`src/rtl/bipb_pkg.sv`:
```
`timescale 1ns / 1ps
// Shared types and constants of the box image pyramid builder.
// No dependencies; used by every module of the block.
package bipb_pkg;

  localparam int LevelW     = 3;
  localparam int LevelCap   = 8;
  localparam int ChanW      = 8;
  localparam int SumW       = 10;
  localparam int CfgIndexW  = 4;
  localparam int CfgDataW   = 13;
  localparam int NumLevelsW = 4;
  localparam int RowWidthReset  = 4096;
  localparam int NumLevelsReset = 8;

  typedef enum logic [CfgIndexW-1:0] {
    CfgRowWidth  = 4'd0,
    CfgNumLevels = 4'd1
  } cfg_index_e;

  typedef struct packed {
    logic [ChanW-1:0] red;
    logic [ChanW-1:0] green;
    logic [ChanW-1:0] blue;
  } pixel_t;

  typedef struct packed {
    logic [SumW-1:0] red;
    logic [SumW-1:0] green;
    logic [SumW-1:0] blue;
  } sum_t;

  // One line store access that needs the combine stage.
  typedef struct packed {
    logic              valid;
    logic [LevelW-1:0] level;
    logic              odd_col;
    logic              going;
    pixel_t            pix;
  } issue_t;

  // Pixel handed down to the next level.
  typedef struct packed {
    logic              valid;
    logic [LevelW-1:0] level;
    pixel_t            pix;
  } casc_t;

endpackage

```
`src/rtl/bipb_combine.sv`:
```
`timescale 1ns / 1ps
// Combine stage: adds the saved row to the current pixel, keeps the even
// column pair sums per level and forms the pixel of the next level.
// Depends on bipb_pkg.
module bipb_combine #(
  parameter int LvIdxW = 3
) (
  input  logic               clk_i,
  input  logic               rst_ni,
  input  bipb_pkg::issue_t   issue_i,
  input  bipb_pkg::pixel_t   rdata_i,
  input  logic               take_i,
  output bipb_pkg::casc_t    casc_o
);

  localparam int Slots = 2 ** LvIdxW;

  bipb_pkg::sum_t  pend_q [Slots];
  bipb_pkg::sum_t  sum2;
  bipb_pkg::sum_t  sum4;
  bipb_pkg::sum_t  pend_rd;
  bipb_pkg::casc_t casc_q, casc_d;
  logic [bipb_pkg::LevelW-1:0] nxt_lv;
  logic [LvIdxW-1:0]           pidx;

  assign nxt_lv  = issue_i.level + 1'b1;
  assign pidx    = nxt_lv[LvIdxW-1:0];
  assign pend_rd = pend_q[pidx];

  always_comb begin
    sum2.red   = bipb_pkg::SumW'(rdata_i.red)   + bipb_pkg::SumW'(issue_i.pix.red);
    sum2.green = bipb_pkg::SumW'(rdata_i.green) + bipb_pkg::SumW'(issue_i.pix.green);
    sum2.blue  = bipb_pkg::SumW'(rdata_i.blue)  + bipb_pkg::SumW'(issue_i.pix.blue);
    sum4.red   = pend_rd.red   + sum2.red;
    sum4.green = pend_rd.green + sum2.green;
    sum4.blue  = pend_rd.blue  + sum2.blue;
  end

  always_comb begin
    casc_d = casc_q;
    if (take_i) begin
      casc_d.valid = 1'b0;
    end
    if (issue_i.valid && issue_i.going) begin
      casc_d.valid = 1'b1;
      casc_d.level = nxt_lv;
      if (issue_i.odd_col) begin
        casc_d.pix.red   = sum4.red[bipb_pkg::SumW-1:2];
        casc_d.pix.green = sum4.green[bipb_pkg::SumW-1:2];
        casc_d.pix.blue  = sum4.blue[bipb_pkg::SumW-1:2];
      end else begin
        casc_d.pix.red   = sum2.red[bipb_pkg::ChanW:1];
        casc_d.pix.green = sum2.green[bipb_pkg::ChanW:1];
        casc_d.pix.blue  = sum2.blue[bipb_pkg::ChanW:1];
      end
    end
  end

  always_ff @(posedge clk_i or negedge rst_ni) begin
    if (!rst_ni) begin
      casc_q <= '0;
      for (int i = 0; i < Slots; i++) begin
        pend_q[i] <= '0;
      end
    end else begin
      casc_q <= casc_d;
      if (issue_i.valid && !issue_i.odd_col) begin
        pend_q[pidx] <= sum2;
      end
    end
  end

  assign casc_o = casc_q;

endmodule

```
`config.mk`:
```
export PLATFORM = sky130hd
export DESIGN_NAME = bipb_combine
export DESIGN_NICKNAME = d
export VERILOG_FILES = /design/src/rtl/bipb_pkg.sv /design/src/rtl/bipb_combine.sv
export SDC_FILE = /design/constraint.sdc
export NUM_CORES = 1
export LEC_CHECK = 0
export ABC_AREA = 1
export BUFFER_PORTS_ARGS = -buffer_cell sky130_fd_sc_hd__buf_2
export CORE_MARGIN = 2
export CORE_UTILIZATION = 40
export CTS_BUF_LIST = sky130_fd_sc_hd__clkbuf_8
export CTS_CLUSTER_SIZE = 25
export DETAILED_ROUTE_END_ITERATION = 16
export PLACE_DENSITY_LB_ADDON = 0.15
export RECOVER_POWER = 25
export SETUP_SLACK_MARGIN = 0.15
export SYNTH_ARGS = -nofsm -noshare
export SYNTH_HDL_FRONTEND = slang
export SYNTH_SLANG_ARGS = --single-unit
```
`constraint.sdc`:
```
create_clock -name clk_i -period 3.1 [get_ports clk_i]
set_clock_uncertainty 0.05 [all_clocks]
set_input_delay 0.465 -clock clk_i [delete_from_list [all_inputs] [get_ports clk_i]]
set_output_delay 0.465 -clock clk_i [all_outputs]
set_load 0.05 [all_outputs]
```
==> flow_summary.yaml <==
floorplanning:
  core-area_sq_um: 32600
  pin_count: 85
  dieArea_sq_um: 34700
  rows: 66
  die_y_microns: 186
  fp.dieW_microns: 186
  start_util: 0.408
synthesis:
  synth_cell_types: 48
  syn_area_per_cell_sq_um: 7.67
  synthesis.nets: 1840
  async_flop_share: 1.00
  synth.top_cell.area_share: 0.459
  synthTopCellsByArea: "dfrtp_1 (46%), nand2_1 (17%), o21ai_0 (9.5%), inv_1 (4.9%), ha_1 (4.4%)"
  ys_ff_latch: 244
  yosysSeqAreaShare: 0.459
  synthFlopType: "dfrtp_1"
  yosysWarningCount: 0
  yosys.area.top_type: "dfrtp_1"
  synth_area_sq_um: 13300
  synthCells: 1733
  synth-edff-count: 0
setup_path:
  crit_slowest_cell: "inv_2"
  crit_fanout: 20
  critPathArrivalTime_ps: 3120
  start_kind: "primary input"
  cp_common_cell: "nand2_1"
  slowest_delay_ps: 350
  cp_data_required_time_ps: 3510
  path_cells: "buf_4, ha_4, inv_2, nand2_2, nand2_4, nor2_4, inv_2, buf_4, o22ai_1, nand2_1, o2111ai_1, inv_1, ha_4, a21oi_1, o21a_1, o21ai_2, a21oi_2, inv_1, nand2_1, nand3_1, nand2_1, nand2_1"
  end_kind: "register"
  worstSetupPathType: "primary input to register"
clock_tree:
  cts_resized: 0
  clock_latency_ps: 570
  cts_tree: "built"
  cts_max_level: 2
  cts.path.max_buffers: 3
  clockRootBuffer: "clkbuf_8"
  clkTransAtPathRegs_ps: 60
  numCtsBuffers: 46
  clock-sinks: 244
power:
  power.leakage_nw: 8.35
  clkPwrFrac: 0.272
  comb_power_share: 0.326
  internal_power_mw: 7.35
  swShare: 0.366
  pwr-share-seq: 0.402
  powerDensity_nw_per_um2: 732
  p_switching_mw: 4.24
  vdd_drop_max_mv: 0.410
global_routing:
  grt_max_degree: 96
  antenna_found_initial: 0
  grt_use_total: 0.228
  grt_pass1_wl_microns: 63400
  first_global_vias: 11724
  grt-ovfl-total: 0
sta:
  grt_setup_unrepaired: "no"
  tns_ps: 0
  hold_viol_final: 0
  slew_violations: 129
  fin_crit_sh: 0.874
  period_minus_slack_ps: 2710
  slew_headroom: -0.493
  setup_violations: 0
  fmax_ghz: 0.369
  worst_slew_pin_slew_ps: 2240
routing:
  routedWlPerCell_microns: 16.4
  drc: 0
  vias_per_cell: 4.97
  dr.pass1.iters: 5
  vias: 11787
  drt_first_iter_violations: 725
  detail-route-antenna-nets: 0
  finalWirelength_microns: 38800
min_path:
  hold_path.class: "primary input to register"
place:
  dpl.hpwl_microns: 26900
  io_buffers: 84
  gp_congestion: 0.862
outcome:
  status: "finished, violations left"
  violations: "max-capacitance violations, max-slew violations"
finish:
  area_growth_pct: 19.1
  finish.utilization: 0.485
  drive_above_1_share: 0.160
  diodes: 0
  finalNetCount: 2003
  n_fill_cell: 3278
flow_run:
  maxCapViolations: 2
[routing by layer]
layer | track usage | vias to the layer above | part of all wire
met2 | 0.384 | 259 | 0.47
met5 | 0 | - | 0
met4 | 0.0714 | 0 | 0.029
met1 | 0.302 | 5535 | 0.46
met3 | 0.0357 | 68 | 0.046
li1 | - | 5925 | -
[stage by stage]
step	total power, mW	instance area, sq um	cells	hold slack [ps]	setup slack, ps
2_1_floorplan	7.23	13400	1733	119	119
4_1_cts	11.7	15900	2370	9.05	446
6_report	11.6	15800	2370	40.0	391
5_1_grt	12.5	15800	2370	37.6	150
3_3_place_gp	8.41	14900	2289	410	-79.6
3_5_place_dp	8.49	14900	2289	413	-164
[sequential cells by signal, indices dropped and copies added, names as in the netlist]
signal and flops:
casc_o 28, pend_q 216
[power by group through the flow]
| stage | logic [mW] | registers (mW) | clock network [mW] |
|---|---|---|---|
| floorplan | 2.35 | 4.88 | 0 |
| global placement | 3.74 | 4.67 | 0 |
| detailed placement | 3.80 | 4.69 | 0 |
| CTS | 3.82 | 4.65 | 3.24 |
| global route | 4.34 | 4.77 | 3.38 |
| finish | 3.78 | 4.66 | 3.15 |
[critical path: cells and delay by family]
kind                       cells  cell delay, ps
AOI/OAI and AO/OA              6             760
buffers and inverters          6             950
adders and majority gates      2             400
and+or+nand+nor                8             540
[synth_stat cells, types with 5 or more instances]
library cell and n:
nand2_1 605, a211oi_1 5, o22ai_1 28, nand3_1 46, o21ai_0 252, o2111ai_1 16
xor2_1 17, nand4_1 9, inv_1 172, buf_6 5, mux2i_1 7, nand2_2 20
clkbuf_1 49, dfrtp_1 244, ha_1 47, xnor2_1 5, nor2_1 67, inv_2 8
buf_2 15, a21oi_1 49, o22a_1 5
[layout by cell type, fill, tap and decap left out, drive strengths merged, types with 16 or more instances in the layout]
master,synthesis,routed
o22ai,28,28
dfrtp,244,244
o21ai,258,258
nand2,627,627
buf,28,187
a21oi,51,51
clkbuf,49,65
nor2,73,73
o2111ai,16,16
nand3,47,47
xor2,17,17
inv,182,196
ha,47,47
[cells by family (layout without fill, tap and decap cells)]
| group | Yosys count | count (layout) | share of synthesized area |
|---|---|---|---|
| AND/OR/NAND/NOR | 772 | 772 | 0.236 |
| AO/OA/AOI/OAI | 377 | 377 | 0.155 |
| buffers and inverters | 261 | 456 | 0.0812 |
| flip-flops | 244 | 244 | 0.459 |
| adder cells (fa/ha/maj) | 50 | 50 | 0.0488 |
| XOR/XNOR | 22 | 22 | 0.0145 |
| multiplexers | 7 | 7 | 0.00527 |
[what timing repair did]
action / 4_1_cts / 5_1_grt
hold buffers: 1 / 0
endpoints found under the hold margin: 88 / 0
buffers inserted: 0 / 0
[final timing paths]
path	startpoint	to	slack (ps)	cells after the start
max	issue_i[26]	casc_o[5]$_DFFE_PN0P_	390	22
min	take_i	casc_o[27]$_DFFE_PN0P_	40	2
max reg2reg	pend_q[234]$_DFFE_PN0P_	casc_o[21]$_DFFE_PN0P_	770	16
min reg2reg	pend_q[27]$_DFFE_PN0P_	pend_q[27]$_DFFE_PN0P_	420	2
max in group asynchronous	rst_ni	pend_q[72]$_DFFE_PN0P_	600	2
min in group asynchronous	rst_ni	pend_q[155]$_DFFE_PN0P_	1060	2
[final cells by class]
type	instances	area [sq um]	share of cell area
Multi-Input combinational cell	1228	6180	0.390
Clock buffer	61	840	0.0530
Clock inverter	19	87.6	0.00553
Sequential cell	244	6110	0.386
Tap cell	442	553	0.0349
Timing Repair Buffer	192	1360	0.0861
Inverter	184	706	0.0446
No activity file was read; power rests on OpenSTA's default activity.
